--- config.mk ---
export PLATFORM = sky130hd
export DESIGN_NAME = led_pattern_sequencer_flat
export DESIGN_NICKNAME = d
export VERILOG_FILES = /design/src/rtl/lps_pkg.sv /design/src/rtl/lps_if.sv /design/src/rtl/led_pattern_sequencer.sv /design/src/rtl/lps_step.sv /design/src/flat_wrapper.sv
export SDC_FILE = /design/constraint.sdc
export NUM_CORES = 1
export LEC_CHECK = 0
export ABC_AREA = 1
export BUFFER_PORTS_ARGS = -buffer_cell sky130_fd_sc_hd__buf_2
export CAP_MARGIN = 20
export CORE_AREA = 5 5 126 128
export CTS_CLUSTER_DIAMETER = 100
export DETAILED_ROUTE_END_ITERATION = 10
export DIE_AREA = 0 0 131 133
export PLACE_DENSITY = 0.72
export SLEW_MARGIN = 20
export SYNTH_ARGS = -nofsm -noshare
export SYNTH_HDL_FRONTEND = slang
export SYNTH_SLANG_ARGS = --single-unit
--- constraint.sdc ---
create_clock -name clk_i -period 3.8 [get_ports clk_i]
set_input_delay 0.76 -clock clk_i [delete_from_list [all_inputs] [get_ports clk_i]]
set_output_delay 0.76 -clock clk_i [all_outputs]
set_load 0.05 [all_outputs]
--- src/rtl/lps_pkg.sv ---
`timescale 1ns / 1ps
// Package for the LED pattern sequencer: state type, LED constants,
// marker and sparkle tables, and the saturating compare adder.
// No dependencies.
package lps_pkg;

  localparam int unsigned CmpW   = 7;
  localparam int unsigned MaskW  = 8;
  localparam int unsigned SelW   = 3;
  localparam int unsigned PhaseW = 3;
  localparam int unsigned CountW = 5;
  localparam int unsigned StepW  = 4;
  localparam int unsigned HeldW  = 8;
  localparam int unsigned ChoiceW = 4;
  localparam int unsigned CfgDataW = 8;

  typedef logic [CmpW-1:0]    cmp_t;
  typedef logic [MaskW-1:0]   mask_t;
  typedef logic [SelW-1:0]    sel_t;
  typedef logic [PhaseW-1:0]  phase_t;
  typedef logic [CountW-1:0]  count_t;
  typedef logic [StepW-1:0]   step_t;
  typedef logic [HeldW-1:0]   held_t;
  typedef logic [ChoiceW-1:0] choice_t;

  // Configuration register indexes
  typedef enum logic [0:0] {
    CFG_DUTY_STEP  = 1'b0,
    CFG_LONG_PRESS = 1'b1
  } cfg_idx_e;

  localparam step_t DutyStepReset  = 4'd2;
  localparam held_t LongPressReset = 8'd128;

  // LED masks
  localparam mask_t NoLeds    = 8'h00;
  localparam mask_t InnerLed  = 8'h02;
  localparam mask_t OuterLeds = 8'hC8;
  localparam mask_t AllLeds   = 8'hCA;

  // Pattern numbers
  localparam sel_t PatSinglePulse  = 3'd0;
  localparam sel_t PatSingleBreath = 3'd1;
  localparam sel_t PatSingleFlash  = 3'd2;
  localparam sel_t PatFullPulse    = 3'd3;
  localparam sel_t PatFullBreath   = 3'd4;
  localparam sel_t PatFullFlash    = 3'd5;
  localparam sel_t PatSparkle      = 3'd6;
  localparam sel_t PatUnused       = 3'd7;

  // Compare thresholds and preset points
  localparam cmp_t CmpFloor    = 7'h06;
  localparam cmp_t CmpPress    = 7'h08;
  localparam cmp_t CmpMarker   = 7'h10;
  localparam cmp_t CmpSparkle  = 7'h50;
  localparam cmp_t CmpTop      = 7'h70;
  localparam cmp_t CmpQrsEnd   = 7'h10;
  localparam cmp_t CmpFullOn   = 7'h16;
  localparam cmp_t CmpFlash    = 7'h20;
  localparam cmp_t CmpFullOff  = 7'h20;
  localparam cmp_t CmpTEnd     = 7'h30;

  // Blink timing
  localparam count_t MarkLit   = 5'd5;
  localparam count_t MarkDone  = 5'd10;
  localparam count_t FlashLit  = 5'd20;
  localparam count_t FlashDone = 5'd25;

  // Sleep sequence counter
  localparam count_t SleepStart = 5'd16;
  localparam count_t SleepLast  = 5'd20;
  localparam count_t SleepWake  = 5'd2;

  typedef struct packed {
    sel_t   pattern_sel;
    phase_t phase;
    cmp_t   compare;
    count_t flash_count;
    mask_t  on_mask;
    mask_t  off_mask;
    logic   held_flag;
    held_t  held_ticks;
    count_t sleep_count;
    logic   sleeping;
  } lps_state_t;

  localparam lps_state_t StateReset = '{
    pattern_sel: PatSinglePulse,
    phase:       3'd0,
    compare:     CmpFloor,
    flash_count: 5'd0,
    on_mask:     NoLeds,
    off_mask:    AllLeds,
    held_flag:   1'b0,
    held_ticks:  8'd0,
    sleep_count: 5'd0,
    sleeping:    1'b0
  };

  function automatic mask_t marker_mask(sel_t sel);
    mask_t m;
    case (sel)
      3'd0:    m = 8'h40;
      3'd1:    m = 8'h80;
      3'd2:    m = 8'h08;
      3'd3:    m = 8'h42;
      3'd4:    m = 8'h82;
      3'd5:    m = 8'h0A;
      3'd6:    m = 8'h02;
      default: m = 8'h00;
    endcase
    return m;
  endfunction

  // Twelve-entry sparkle table, folded so that codes 12..15 wrap to 0..3
  function automatic mask_t sparkle_mask(choice_t c);
    mask_t m;
    case (c)
      4'd0, 4'd12: m = 8'h40;
      4'd3, 4'd15: m = 8'h80;
      4'd6:        m = 8'h08;
      4'd9:        m = 8'h02;
      default:     m = 8'h00;
    endcase
    return m;
  endfunction

  // Add a signed delta to the compare point, saturating to 0..127
  function automatic cmp_t cmp_add(cmp_t c, logic signed [CmpW-1:0] d);
    logic signed [CmpW+1:0] v;
    v = $signed({2'b00, c}) + (CmpW+2)'(d);
    if (v < 0) begin
      return '0;
    end else if (v > $signed((CmpW+2)'(2**CmpW - 1))) begin
      return '1;
    end
    return v[CmpW-1:0];
  endfunction

endpackage

--- src/rtl/lps_if.sv ---
`timescale 1ns / 1ps
// Valid/ready channel interfaces for the LED pattern sequencer.
// Depends on lps_pkg for the payload types.
interface lps_in_if import lps_pkg::*; ();
  logic    valid;
  logic    ready;
  logic    button_down;
  choice_t sparkle_choice;

  modport source (output valid, button_down, sparkle_choice, input ready);
  modport sink (input valid, button_down, sparkle_choice, output ready);
endinterface

interface lps_out_if import lps_pkg::*; ();
  logic  valid;
  logic  ready;
  cmp_t  compare_level;
  mask_t leds_on_mask;
  mask_t leds_off_mask;
  logic  pwm_restart;
  logic  asleep;
  sel_t  pattern_index;

  modport source (output valid, compare_level, leds_on_mask, leds_off_mask, pwm_restart,
                  asleep, pattern_index, input ready);
  modport sink (input valid, compare_level, leds_on_mask, leds_off_mask, pwm_restart,
                asleep, pattern_index, output ready);
endinterface

--- src/rtl/led_pattern_sequencer.sv ---
`timescale 1ns / 1ps
// LED pattern sequencer top level: input register, tick update, result register.
// Depends on lps_pkg, lps_if (lps_in_if, lps_out_if) and lps_step.
//
// One input word per 64 Hz tick (button level and sparkle pick) produces exactly
// one output word: PWM compare point, LED on/off masks, PWM restart flag, sleep
// flag and the current pattern number, all showing the state after the tick.
// The block takes one word every clock cycle while the output is not stalled: the
// word sits in the input register while the tick update runs on it, and is then
// written into the result register. The whole tick update is a single pass of
// next-state logic fed by the state registers, so the loop through the state
// registers sets the rate at one word per cycle. A stalled output holds the
// result register and, once the input register is also full, drops input ready.
// Configuration writes (duty_step at index 0, long_press_ticks at index 1) take
// effect on the next word and are meant to be done while no word is in flight.
module led_pattern_sequencer import lps_pkg::*; (
  input  logic             clk_i,
  input  logic             rst_ni,
  lps_in_if.sink           item_in,
  lps_out_if.source        item_out,
  input  logic             cfg_we_i,
  input  cfg_idx_e         cfg_idx_i,
  input  logic [CfgDataW-1:0] cfg_data_i
);

  // Configuration registers
  step_t duty_step_q;
  held_t long_press_q;

  always_ff @(posedge clk_i or negedge rst_ni) begin
    if (!rst_ni) begin
      duty_step_q  <= DutyStepReset;
      long_press_q <= LongPressReset;
    end else if (cfg_we_i) begin
      case (cfg_idx_i)
        CFG_DUTY_STEP:  duty_step_q  <= cfg_data_i[StepW-1:0];
        CFG_LONG_PRESS: long_press_q <= cfg_data_i[HeldW-1:0];
        default: ;
      endcase
    end
  end

  // Input register
  logic    in_valid_q;
  logic    button_q;
  choice_t choice_q;
  logic    advance;
  logic    out_valid_q;

  // Move the held word into the result register when that register is free
  assign advance      = in_valid_q && (!out_valid_q || item_out.ready);
  assign item_in.ready = !in_valid_q || advance;

  always_ff @(posedge clk_i or negedge rst_ni) begin
    if (!rst_ni) begin
      in_valid_q <= 1'b0;
    end else if (item_in.ready) begin
      in_valid_q <= item_in.valid;
    end
  end

  always_ff @(posedge clk_i) begin
    if (item_in.valid && item_in.ready) begin
      button_q <= item_in.button_down;
      choice_q <= item_in.sparkle_choice;
    end
  end

  // Tick state and the next-state logic
  lps_state_t st_q, st_d;
  logic       restart_d;

  lps_step u_step (
    .st_i             (st_q),
    .duty_step_i      (duty_step_q),
    .long_press_i     (long_press_q),
    .button_down_i    (button_q),
    .sparkle_choice_i (choice_q),
    .st_o             (st_d),
    .restart_o        (restart_d)
  );

  always_ff @(posedge clk_i or negedge rst_ni) begin
    if (!rst_ni) begin
      st_q <= StateReset;
    end else if (advance) begin
      st_q <= st_d;
    end
  end

  // Result register
  logic restart_q;

  always_ff @(posedge clk_i or negedge rst_ni) begin
    if (!rst_ni) begin
      out_valid_q <= 1'b0;
    end else if (advance) begin
      out_valid_q <= 1'b1;
    end else if (item_out.ready) begin
      out_valid_q <= 1'b0;
    end
  end

  always_ff @(posedge clk_i) begin
    if (advance) begin
      restart_q <= restart_d;
    end
  end

  // The output word shows the state right after its tick
  assign item_out.valid         = out_valid_q;
  assign item_out.compare_level = st_q.compare;
  assign item_out.leds_on_mask  = st_q.on_mask;
  assign item_out.leds_off_mask = st_q.off_mask;
  assign item_out.pwm_restart   = restart_q;
  assign item_out.asleep        = st_q.sleeping;
  assign item_out.pattern_index = st_q.pattern_sel;

  // Pattern number stays within the seven patterns
  a_pattern_range: assert property (@(posedge clk_i) disable iff (!rst_ni)
    st_q.pattern_sel != PatUnused)
    else $error("pattern number out of range");

  // While asleep all LEDs stay dark and no PWM restart is issued
  a_sleep_dark: assert property (@(posedge clk_i) disable iff (!rst_ni)
    (out_valid_q && st_q.sleeping) |-> (st_q.on_mask == NoLeds && !restart_q))
    else $error("LEDs lit or PWM restarted while asleep");

  // Sleep counter never runs past the end of the sleep sequence
  a_sleep_count: assert property (@(posedge clk_i) disable iff (!rst_ni)
    st_q.sleep_count <= (SleepLast + 5'd1))
    else $error("sleep counter overran");

  // A word moved out of the input register always lands in the result register
  a_advance_lands: assert property (@(posedge clk_i) disable iff (!rst_ni)
    advance |=> out_valid_q)
    else $error("word lost between input and result register");

endmodule

--- src/rtl/lps_step.sv ---
`timescale 1ns / 1ps
// One-tick next-state logic of the LED pattern sequencer.
// Depends on lps_pkg.
module lps_step import lps_pkg::*; (
  input  lps_state_t st_i,
  input  step_t      duty_step_i,
  input  held_t      long_press_i,
  input  logic       button_down_i,
  input  choice_t    sparkle_choice_i,
  output lps_state_t st_o,
  output logic       restart_o
);

  lps_state_t n;
  logic       restart;
  logic       full;
  logic signed [CmpW-1:0] s1, s2, h1;
  count_t     old_fc;
  count_t     blink_lit, blink_done;
  mask_t      blink_on;
  cmp_t       blink_cmp;
  logic       do_blink;

  assign s1 = $signed({3'b000, duty_step_i});
  assign s2 = $signed({2'b00, duty_step_i, 1'b0});
  assign h1 = $signed({4'b0000, duty_step_i[StepW-1:1]});

  always_comb begin
    n          = st_i;
    restart    = 1'b0;
    full       = (st_i.pattern_sel == PatFullPulse);
    old_fc     = st_i.flash_count;
    do_blink   = 1'b0;
    blink_cmp  = CmpFlash;
    blink_lit  = FlashLit;
    blink_done = FlashDone;
    blink_on   = InnerLed;

    if (n.sleeping && button_down_i) begin
      n.sleeping = 1'b0;
    end

    if (!n.sleeping) begin
      if (n.sleep_count > 5'd15) begin
        do_blink   = 1'b1;
        blink_cmp  = CmpMarker;
        blink_lit  = MarkLit;
        blink_done = MarkDone;
        blink_on   = marker_mask(n.pattern_sel);
      end else if (n.held_flag) begin
        n.compare  = CmpMarker;
        n.off_mask = AllLeds;
        n.on_mask  = marker_mask(n.pattern_sel);
      end else begin
        case (n.pattern_sel)
          PatSinglePulse, PatFullPulse: begin
            case (n.phase)
              3'd0: begin
                n.compare = cmp_add(n.compare, s1);
                if (n.compare >= CmpSparkle) begin
                  n.phase = 3'd1; n.on_mask = InnerLed; n.compare = CmpFloor;
                end
              end
              3'd1: begin
                restart = 1'b1;
                n.compare = cmp_add(n.compare, s2);
                if (n.compare >= CmpTop) begin
                  n.phase = 3'd2; n.on_mask = InnerLed;
                end
              end
              3'd2: begin
                n.compare = cmp_add(n.compare, -s2);
                if (n.compare <= CmpFloor) begin
                  n.phase = 3'd3; n.on_mask = NoLeds;
                end
              end
              3'd3: begin
                n.compare = cmp_add(n.compare, s1);
                if (n.compare >= CmpQrsEnd) begin
                  n.phase = 3'd4; n.on_mask = InnerLed; n.compare = CmpFloor;
                end
              end
              3'd4: begin
                n.compare = cmp_add(n.compare, s1);
                if (full && n.compare >= CmpFullOn) begin
                  n.on_mask = AllLeds; n.off_mask = OuterLeds;
                end
                if (n.compare >= CmpTEnd) begin
                  n.phase = 3'd5; n.on_mask = full ? AllLeds : InnerLed;
                end
              end
              3'd5: begin
                n.compare = cmp_add(n.compare, -s1);
                if (full && n.compare <= CmpFullOff) n.off_mask = AllLeds;
                if (n.compare <= CmpFloor) begin
                  n.phase = 3'd0; n.on_mask = NoLeds;
                end
              end
              default: n.phase = 3'd0;
            endcase
          end
          PatSingleBreath, PatFullBreath: begin
            n.on_mask  = (n.pattern_sel == PatFullBreath) ? OuterLeds : InnerLed;
            n.off_mask = AllLeds;
            case (n.phase)
              3'd1: begin
                restart = 1'b1;
                n.compare = cmp_add(n.compare, h1);
                if (n.compare >= CmpTop) n.phase = 3'd2;
              end
              3'd2: begin
                n.compare = cmp_add(n.compare, -h1);
                if (n.compare <= CmpFloor) n.phase = 3'd1;
              end
              default: n.phase = 3'd1;
            endcase
          end
          PatSingleFlash, PatFullFlash: begin
            do_blink = 1'b1;
            blink_on = (n.pattern_sel == PatFullFlash) ? OuterLeds : InnerLed;
          end
          PatSparkle: begin
            n.off_mask = AllLeds;
            case (n.phase)
              3'd0: begin
                n.on_mask = sparkle_mask(sparkle_choice_i);
                n.phase   = 3'd1;
                restart   = 1'b1;
              end
              3'd1: begin
                n.compare = cmp_add(n.compare, s1);
                if (n.compare >= CmpSparkle) n.phase = 3'd2;
              end
              3'd2: begin
                n.compare = cmp_add(n.compare, -s1);
                if (n.compare <= CmpFloor) n.phase = 3'd0;
              end
              default: n.phase = 3'd0;
            endcase
          end
          default: ;
        endcase
      end

      // Shared blink counter for the flash patterns and the sleep marker
      if (do_blink) begin
        n.compare     = blink_cmp;
        n.flash_count = old_fc + 5'd1;
        if (old_fc > blink_lit) begin
          n.off_mask = AllLeds; n.on_mask = blink_on;
        end
        if (n.flash_count > blink_done) begin
          n.off_mask = AllLeds; n.on_mask = NoLeds; n.flash_count = '0;
        end
      end

      // Button handling
      if (button_down_i) begin
        if (!n.held_flag) begin
          n.held_ticks = '0;
          case (n.pattern_sel)
            PatSparkle: n.pattern_sel = PatSinglePulse;
            PatUnused:  n.pattern_sel = PatSingleBreath;
            default:    n.pattern_sel = n.pattern_sel + 3'd1;
          endcase
          n.compare = CmpPress;
        end
        n.held_flag = 1'b1;
        if (n.held_ticks != '1) n.held_ticks = n.held_ticks + 8'd1;
        if (n.held_ticks > long_press_i) n.sleep_count = SleepStart;
      end else if (n.sleep_count > 5'd15) begin
        n.sleep_count = n.sleep_count + 5'd1;
        if (n.sleep_count > SleepLast) begin
          case (n.pattern_sel)
            PatSinglePulse, PatUnused: n.pattern_sel = PatSparkle;
            default:                   n.pattern_sel = n.pattern_sel - 3'd1;
          endcase
          n.sleeping    = 1'b1;
          n.sleep_count = SleepWake;
          n.held_ticks  = '0;
          n.on_mask     = NoLeds;
          n.off_mask    = AllLeds;
        end
      end else if (n.sleep_count inside {[5'd2:5'd8]}) begin
        n.sleep_count = (n.sleep_count == 5'd8) ? 5'd0 : n.sleep_count + 5'd1;
      end else begin
        if (n.held_flag) begin
          n.on_mask = NoLeds; n.off_mask = AllLeds;
        end
        n.held_flag = 1'b0;
      end
    end

    st_o      = n;
    restart_o = restart;
  end

endmodule

--- src/flat_wrapper.sv ---
// flat-port wrapper written by rule: the top's interface ports become plain ports
module led_pattern_sequencer_flat import lps_pkg::*;
  (clk_i, rst_ni, cfg_we_i, cfg_idx_i, cfg_data_i, item_in_valid, item_in_button_down, item_in_sparkle_choice, item_in_ready, item_out_valid, item_out_compare_level, item_out_leds_on_mask, item_out_leds_off_mask, item_out_pwm_restart, item_out_asleep, item_out_pattern_index, item_out_ready);
  lps_in_if item_in_i ();
  lps_out_if item_out_i ();
  input  logic clk_i;
  input  logic rst_ni;
  input  logic cfg_we_i;
  input  cfg_idx_e cfg_idx_i;
  input  logic [CfgDataW-1:0] cfg_data_i;
  input wire logic [$bits(item_in_i.valid)-1:0] item_in_valid;
  input wire logic [$bits(item_in_i.button_down)-1:0] item_in_button_down;
  input wire logic [$bits(item_in_i.sparkle_choice)-1:0] item_in_sparkle_choice;
  output wire logic [$bits(item_in_i.ready)-1:0] item_in_ready;
  output wire logic [$bits(item_out_i.valid)-1:0] item_out_valid;
  output wire logic [$bits(item_out_i.compare_level)-1:0] item_out_compare_level;
  output wire logic [$bits(item_out_i.leds_on_mask)-1:0] item_out_leds_on_mask;
  output wire logic [$bits(item_out_i.leds_off_mask)-1:0] item_out_leds_off_mask;
  output wire logic [$bits(item_out_i.pwm_restart)-1:0] item_out_pwm_restart;
  output wire logic [$bits(item_out_i.asleep)-1:0] item_out_asleep;
  output wire logic [$bits(item_out_i.pattern_index)-1:0] item_out_pattern_index;
  input wire logic [$bits(item_out_i.ready)-1:0] item_out_ready;
  assign item_in_i.valid = item_in_valid;
  assign item_in_i.button_down = item_in_button_down;
  assign item_in_i.sparkle_choice = item_in_sparkle_choice;
  assign item_in_ready = item_in_i.ready;
  assign item_out_valid = item_out_i.valid;
  assign item_out_compare_level = item_out_i.compare_level;
  assign item_out_leds_on_mask = item_out_i.leds_on_mask;
  assign item_out_leds_off_mask = item_out_i.leds_off_mask;
  assign item_out_pwm_restart = item_out_i.pwm_restart;
  assign item_out_asleep = item_out_i.asleep;
  assign item_out_pattern_index = item_out_i.pattern_index;
  assign item_out_i.ready = item_out_ready;
  led_pattern_sequencer u_core (.clk_i(clk_i), .rst_ni(rst_ni), .item_in(item_in_i), .item_out(item_out_i), .cfg_we_i(cfg_we_i), .cfg_idx_i(cfg_idx_i), .cfg_data_i(cfg_data_i));
endmodule
==> Yosys cells after proc, flatten, opt, wreduce, memory -nomap -nowiden <==
Index checks and enable logic that the tools add are counted.
{ "word_totals": {"ff_bits": 69, "input_bits": 19, "output_inout_bits": 30} }
{ "op_classes": {"add_sub_neg": 14, "n_lt_le_gt_ge": 31, "eq_ne": 33, "n_mux": 229, "n_bitwise": 4, "n_reduce_logical": 35} }
{ "ops": {"columns": ["cell", "count"], "rows": [
  ["$mux 7", 76],
  ["$mux 8", 21],
  ["$mux 16", 8],
  ["$mux 10", 8],
  ["$mux 1", 75],
  ["$pmux 8 s7", 1],
  ["$pmux 16 s3", 1],
  ["$pmux 8 s6", 1],
  ["$pmux 7 s6", 1],
  ["$mux 5", 8],
  ["$mux 3", 13],
  ["$pmux 8 s4", 1],
  ["$pmux 10 s3", 1],
  ["$ge 7x7->1 const B", 4],
  ["$le 7x3->1 const B", 4],
  ["$mux 14", 2],
  ["$mux 28", 1],
  ["$pmux 7 s2", 2],
  ["$add 8x7->9", 3],
  ["$gt 9x8->1 const B", 3],
  ["$lt 9x1->1 const B", 3],
  ["$gt 8x7->1 const B", 3],
  ["$lt 8x1->1 const B", 3],
  ["$ne 3x3->1 const B", 8],
  ["other kinds (54)", 95]
]} }

==> Longest topological paths before layout <==
{ "logic_depth": {"ltp_word": 30, "ltp_mapped": 30, "depth_no_buf": 30} }

==> Modules after synthesis <==
Synthesis repeated with hierarchy kept, for this count alone.
{ "hier_totals": {"cells_unflattened": 1392, "hier_area_um2": 8598.2} }
{ "modules_own_cells": {"columns": ["module", "instances", "cells_per_inst", "area_each_um2"], "rows": [
  ["lps_step", 1, 1089, 5701.7],
  ["led_pattern_sequencer", 1, 303, 2896.5]
]} }

==> Worst setup path after synthesis <==
No wires, ideal clock.
{ "synth_path": {"path_kind": "register -> register", "startpoint": "register u_core.st_q[14] (netlist name)", "endpoint": "register u_core.st_q[2] (netlist name)", "arrival_time_ps": 3178, "required_ps": 3716, "setup_slack_ps": 538, "stages_incl_launch_ff": 22, "synth_period_minus_slack_ps": 3262, "cell_sequence": "dfrtp_1 clkbuf_1 buf_4 nand2_1 inv_1 ha_1 nand2_1 nor2_1 nand3_1 nor2_1 nand2_1 nand2_1 xnor2_1 inv_1 ha_1 nand2_1 o21ai_0 nor2b_1 o32ai_1 a21oi_1 o2111ai_1 o21ai_0"} }
{ "synth_between": {"elab_chain_cells": 10, "elab_cells_between_ends": 11, "classes_between": "add/sub: 1; order compare: 1; eq/ne: 2; mux: 6; reduce/logical: 1"} }
{ "synth_rtl": {"columns": ["item", "line_no", "rtl"], "rows": [
  ["from (decl)", "led_pattern_sequencer.sv:70", "lps_state_t st_q, st_d;"],
  ["from (signal assigned)", "led_pattern_sequencer.sv:85", "st_q <= StateReset;"],
  ["from (signal assigned)", "led_pattern_sequencer.sv:87", "st_q <= st_d;"],
  ["$mux 8 *", "lps_step.sv:159", "if (!n.held_flag) begin"],
  ["$mux 8 *", "lps_step.sv:158", "if (button_down_i) begin"],
  ["$mux 8 *", "lps_step.sv:43", "if (!n.sleeping) begin"],
  ["$add 8x1->8 or $ne 8x8->1 (tied branches)", "lps_step.sv:169", "if (n.held_ticks != '1) n.held_ticks = n.held_ticks + 8'd1;"],
  ["$mux 8 *", "lps_step.sv:169", null],
  ["$mux 8 *", "lps_step.sv:158", null],
  ["$mux 8 *", "lps_step.sv:43", null],
  ["$gt 8x8->1 *", "lps_step.sv:170", "if (n.held_ticks > long_press_i) n.sleep_count = SleepStart;"],
  ["$ne 2x2->1 (no line) *", null, null],
  ["$reduce_and 4->1 (no line) *", null, null]
]} }
Every way passes the cells marked *; elsewhere a longest branch is shown, timed or not. The select of a mux whose other input is x is not followed.
A chain may end at the register's enable or synchronous reset.

==> Worst setup path after layout <==
{ "layout_path": {"startpoint": "register u_core.duty_step_q[1]", "endpoint": "register u_core.st_q, in the netlist u_core.item_out.leds_on_mask[0]"} }
{ "layout_between": {"elab_chain_cells": 30, "elab_cells_between_ends": 119, "classes_between": "add/sub: 6; order compare: 15; mux: 97; reduce/logical: 1"} }
{ "layout_rtl": {"columns": ["item", "line_no", "rtl"], "rows": [
  ["from (decl)", "led_pattern_sequencer.sv:27", "step_t duty_step_q;"],
  ["from (signal assigned)", "led_pattern_sequencer.sv:32", "duty_step_q <= DutyStepReset;"],
  ["from (signal assigned)", "led_pattern_sequencer.sv:36", "CFG_DUTY_STEP: duty_step_q <= cfg_data_i[StepW-1:0];"],
  ["branches (longest 19 deep; another with $add 8x7->9)", null, null],
  ["$pmux 8 s6 *", "lps_step.sv:57", "case (n.phase)"],
  ["$pmux 16 s3 *", "lps_step.sv:55", "case (n.pattern_sel)"],
  ["$mux 16 *", "lps_step.sv:50", "end else if (n.held_flag) begin"],
  ["$mux 16 *", "lps_step.sv:44", "if (n.sleep_count > 5'd15) begin"],
  ["$mux 16", "lps_step.sv:149", "if (old_fc > blink_lit) begin"],
  ["$mux 21", "lps_step.sv:152", "if (n.flash_count > blink_done) begin"],
  ["$mux 28 *", "lps_step.sv:146", "if (do_blink) begin"],
  ["$mux 16", "lps_step.sv:187", "if (n.held_flag) begin"],
  ["$mux 17", "lps_step.sv:184", "end else if (n.sleep_count inside {[5'd2:5'd8]}) begin"],
  ["$mux 16", "lps_step.sv:171", "end else if (n.sleep_count > 5'd15) begin"],
  ["$mux 16 *", "lps_step.sv:158", null]
]} }
Every way passes the cells marked *. The select of a mux whose other input is x is not followed.

==> results_dict.tcl <==
set metrics [dict create \
    p_per_area_nw_per_um2 766 \
    fin_ws_ns 0.345 \
    switching_share 0.548 \
    core_area_sq_um 14800 \
    grt_first_pass_wirelength_microns 35600 \
    top_usage_layer "met2" \
    drc 0 \
    ioPinCount 49 \
    irDropWorstVdd_uv 400 \
    syn-cell-area_sq_um 7850 \
    cp-start-kind "flop" \
    grt_pass1_vias 7526 \
    skew_ns 0.00694 \
    ys_seq_area_frac 0.225 \
    worstPathMaxFanout 6 \
    crit_path_end_kind "flop" \
    r2r_end "u_core.item_out.leds_on_mask[0]" \
    p_int_mw 2.97 \
    grt_util_all_layers 0.251 \
    synth_fp_nets 1317 \
    root_buffer "clkbuf_16" \
    rows 45 \
    r2r_start "u_core.duty_step_q[1]" \
    min_period_ns 3.45 \
    firstDrtPassIters 5 \
    timing.final.crit_share 0.909 \
    criticalPathCategory "reg -> reg" \
    drt_iter0_markers 558 \
    antenna_found_initial 0 \
    r2r_cells 24 \
    rsz0062_at_grt "false" \
    syn_area_per_cell_sq_um 6.39 \
    fmax_mhz 289 \
    dieHeight_microns 133 \
    dp_slack_ns 0.173 \
    reg2reg_slack_ns 0.35 \
    setup-tns-final_ns 0 \
    slew-limit-headroom 0.439 \
    hold_path_startpoint "u_core.long_press_q[3]" \
    hold_depth 2 \
    cts_buffer_depth 2 \
    worstMarginPinSlew_ns 0.841 \
    drive_gt1_frac 0.137 \
    maxSlewViolCount 0 \
    hpwl_microns 16400 \
    design.die.area_sq_um 17400 \
    cts.sinks 69 \
    antennaDiodeCount 0 \
    p_leak_nw 4.55 \
    insertion_delay_ns 0.35 \
    synth_async_sr_flop_share 0.913 \
    routed_wl_microns 20900 \
    crit_arrival_ns 3.69 \
    power_frac_comb 0.662 \
    synth_edf_count 6 \
    final_cell_area_sq_um 8570 \
    cts.htree.levels 3 \
    die_x_microns 131 \
    area_delta_synth_final_pct 9.12 \
    fill_cells 1479 \
    io_buffer_count 48 \
    min_delay_worst_endpoint "u_core.long_press_q[3]" \
    ys_seq_elements 69 \
    vias_per_cell 5.47 \
    grt-ovfl-total 0 \
    grt_max_degree 64 \
    status "finished clean" \
    numCtsBuffers 9 \
    report.final.hold_viol_count 0 \
    hp-class "reg -> reg" \
    fin_nets 1347 \
    setup_violations 0 \
    grt_util_met2 0.406 \
    postRouteAntennaNets 0 \
    gp_congestion 0.982 \
    synth_cells 1229 \
    cts_tree "built" \
    cts-hold-fix-buffers 0 \
    clk_pin_slew_ns 0.06 \
    p_switching_mw 3.59 \
    crit_required_ns 4.03 \
    ys_warn_count 0 \
    post_drt_wl_per_cell_microns 14.4 \
    met3_usage 0.0460 \
    postLayoutCoreUtil 0.581 \
    initial_utilization 0.532 \
    clkPwrFrac 0.150 \
    fin_total_pwr_mw 6.56 \
    use_met1 0.339 \
    synthFlopType "dfrtp_1" \
    synth_cell_types 57 \
    num_vias 7945 \
    dpl-instance-area_sq_um 8140 \
    p_seq_frac 0.188 \
    drv_cap 0 \
]
[sequential cells by signal, summed over array words and instances, names as in the netlist]
register	flops
u_core.item_out.leds_off_mask	8
u_core.item_out.asleep	1
u_core.item_out.leds_on_mask	8
u_core.long_press_q	8
u_core.item_out.valid	1
u_core.item_out.compare_level	7
u_core.item_out.pattern_index	3
u_core.choice_q	4
u_core.button_q	1
u_core.item_out.pwm_restart	1
u_core.st_q	22
u_core.in_valid_q	1
u_core.duty_step_q	4
[Yosys cell counts, types with 5 or more instances]
cell type | instances | share of area
a21boi_1 | 5 | 0.0048
a21oi_1 | 84 | 0.054
a31oi_1 | 14 | 0.011
buf_4 | 29 | 0.028
clkbuf_1 | 10 | 0.0048
dfrtp_1 | 55 | 0.18
dfstp_2 | 8 | 0.027
edfxtp_1 | 6 | 0.023
fa_1 | 6 | 0.015
ha_1 | 63 | 0.10
inv_1 | 163 | 0.078
inv_2 | 21 | 0.010
nand2_1 | 367 | 0.18
nand2_2 | 24 | 0.019
nand3_1 | 74 | 0.047
nand4_1 | 15 | 0.012
nor2_1 | 79 | 0.038
nor2_2 | 7 | 0.0056
nor3_1 | 8 | 0.0051
o2111ai_1 | 6 | 0.0067
o211ai_1 | 6 | 0.0057
o21ai_0 | 81 | 0.052
o21ai_1 | 11 | 0.0070
o21bai_1 | 5 | 0.0048
o22ai_1 | 6 | 0.0048
xnor2_1 | 11 | 0.012
xor2_1 | 12 | 0.013
[metrics by stage]
stage,hold slack (ns),instances
3_5_place_dp,0.483,1434
4_1_cts,0.496,1450
6_report,0.494,1452
2_1_floorplan,0.453,1229
5_1_grt,0.525,1452
3_3_place_gp,0.470,1434
[critical path, stage by stage (launching register included)]
cell and delay (ns):
dfstp_2 0.59, inv_2 0.09, ha_2 0.22, nand2_1 0.08
xor2_1 0.17, inv_1 0.13, ha_1 0.32, nand2_1 0.07
nand2_1 0.07, nand2_1 0.09, nand3_1 0.10, nand2_1 0.09
nand2_1 0.14, o21ai_2 0.17, nand3_1 0.09, nand2_1 0.08
nand2_2 0.08, nor2_2 0.12, nand2_2 0.08, nor2_2 0.10
o21ai_2 0.09, nand3_1 0.08, a21oi_1 0.08, o21ai_1 0.12
nand2_1 0.06
[worst max path at each step]
stage / start / end / slack, ns / cells past startpoint
floorplan: u_core.st_q[14] / u_core.st_q[2] / 0.54 / 21
global placement: u_core.duty_step_q[1] / u_core.item_out.leds_off_mask[0] / 0.27 / 25
global route: u_core.duty_step_q[1] / u_core.item_out.leds_on_mask[7] / 0.03 / 28
detailed placement: u_core.duty_step_q[1] / u_core.item_out.leds_off_mask[0] / 0.17 / 25
CTS: u_core.duty_step_q[1] / u_core.item_out.leds_on_mask[1] / 0.17 / 27
finish: u_core.duty_step_q[1] / u_core.item_out.leds_on_mask[0] / 0.35 / 24
[timing repair]
action / in CTS / in global routing
gates resized for setup: 0 / 15
buffers inserted: 0 / 2
endpoints found under the setup margin: 0 / 25
[cells by family (layout without fill, tap and decap cells)]
group | count (synthesis) | count (layout) | synth area share
AO/OA/AOI/OAI | 243 | 243 | 0.180
XOR/XNOR | 24 | 24 | 0.0277
adder cells (fa/ha/maj) | 69 | 69 | 0.116
buffers and inverters | 229 | 264 | 0.126
flip-flops | 69 | 69 | 0.225
AND/OR/NAND/NOR | 595 | 595 | 0.326
[cell usage in the layout, fill, tap and decap left out, types with 5 or more instances in the layout]
cell type	count
fa_1	6
o2111ai_1	6
o211ai_1	6
nor2_1	79
o21ai_1	11
ha_1	59
buf_4	16
xor2_1	12
nor3_1	8
edfxtp_1	6
nand2_1	365
dfstp_2	8
inv_2	22
buf_2	48
nand2_2	25
o22ai_1	6
nor2_2	7
o21bai_1	5
clkbuf_16	9
dfrtp_1	55
a31oi_1	14
o21ai_0	80
nand3_1	74
a21boi_1	5
a21oi_1	82
nand4_1	15
xnor2_1	11
inv_1	162
[area by class of cell]
class                      instances  area (sq um)  share of cell area
inverter                         184           691              0.0806
clock buffer                      10           229              0.0267
tap                              188           235              0.0275
clock inverter                     6           110              0.0129
timing repair buffer              64           360              0.0421
sequential                        69          1770               0.206
multi-input combinational        931          5170               0.604
[power by group through the flow]
stage,clock network (mW),registers [mW],logic (mW)
after CTS,0.998,1.23,4.25
after global routing,1.03,1.27,4.90
after global placement,0,1.24,4.18
after detailed placement,0,1.24,4.23
final,0.981,1.23,4.34
after floorplan,0,1.17,3.47
[metal layers]
metal	share of wire	vias up	wire (microns)
li1	-	4058	-
met1	0.45	3622	9340
met2	0.47	224	9850
met3	0.061	41	1280
met4	0.022	0	457
met5	0	-	0
(Power assumes the default switching activity.)
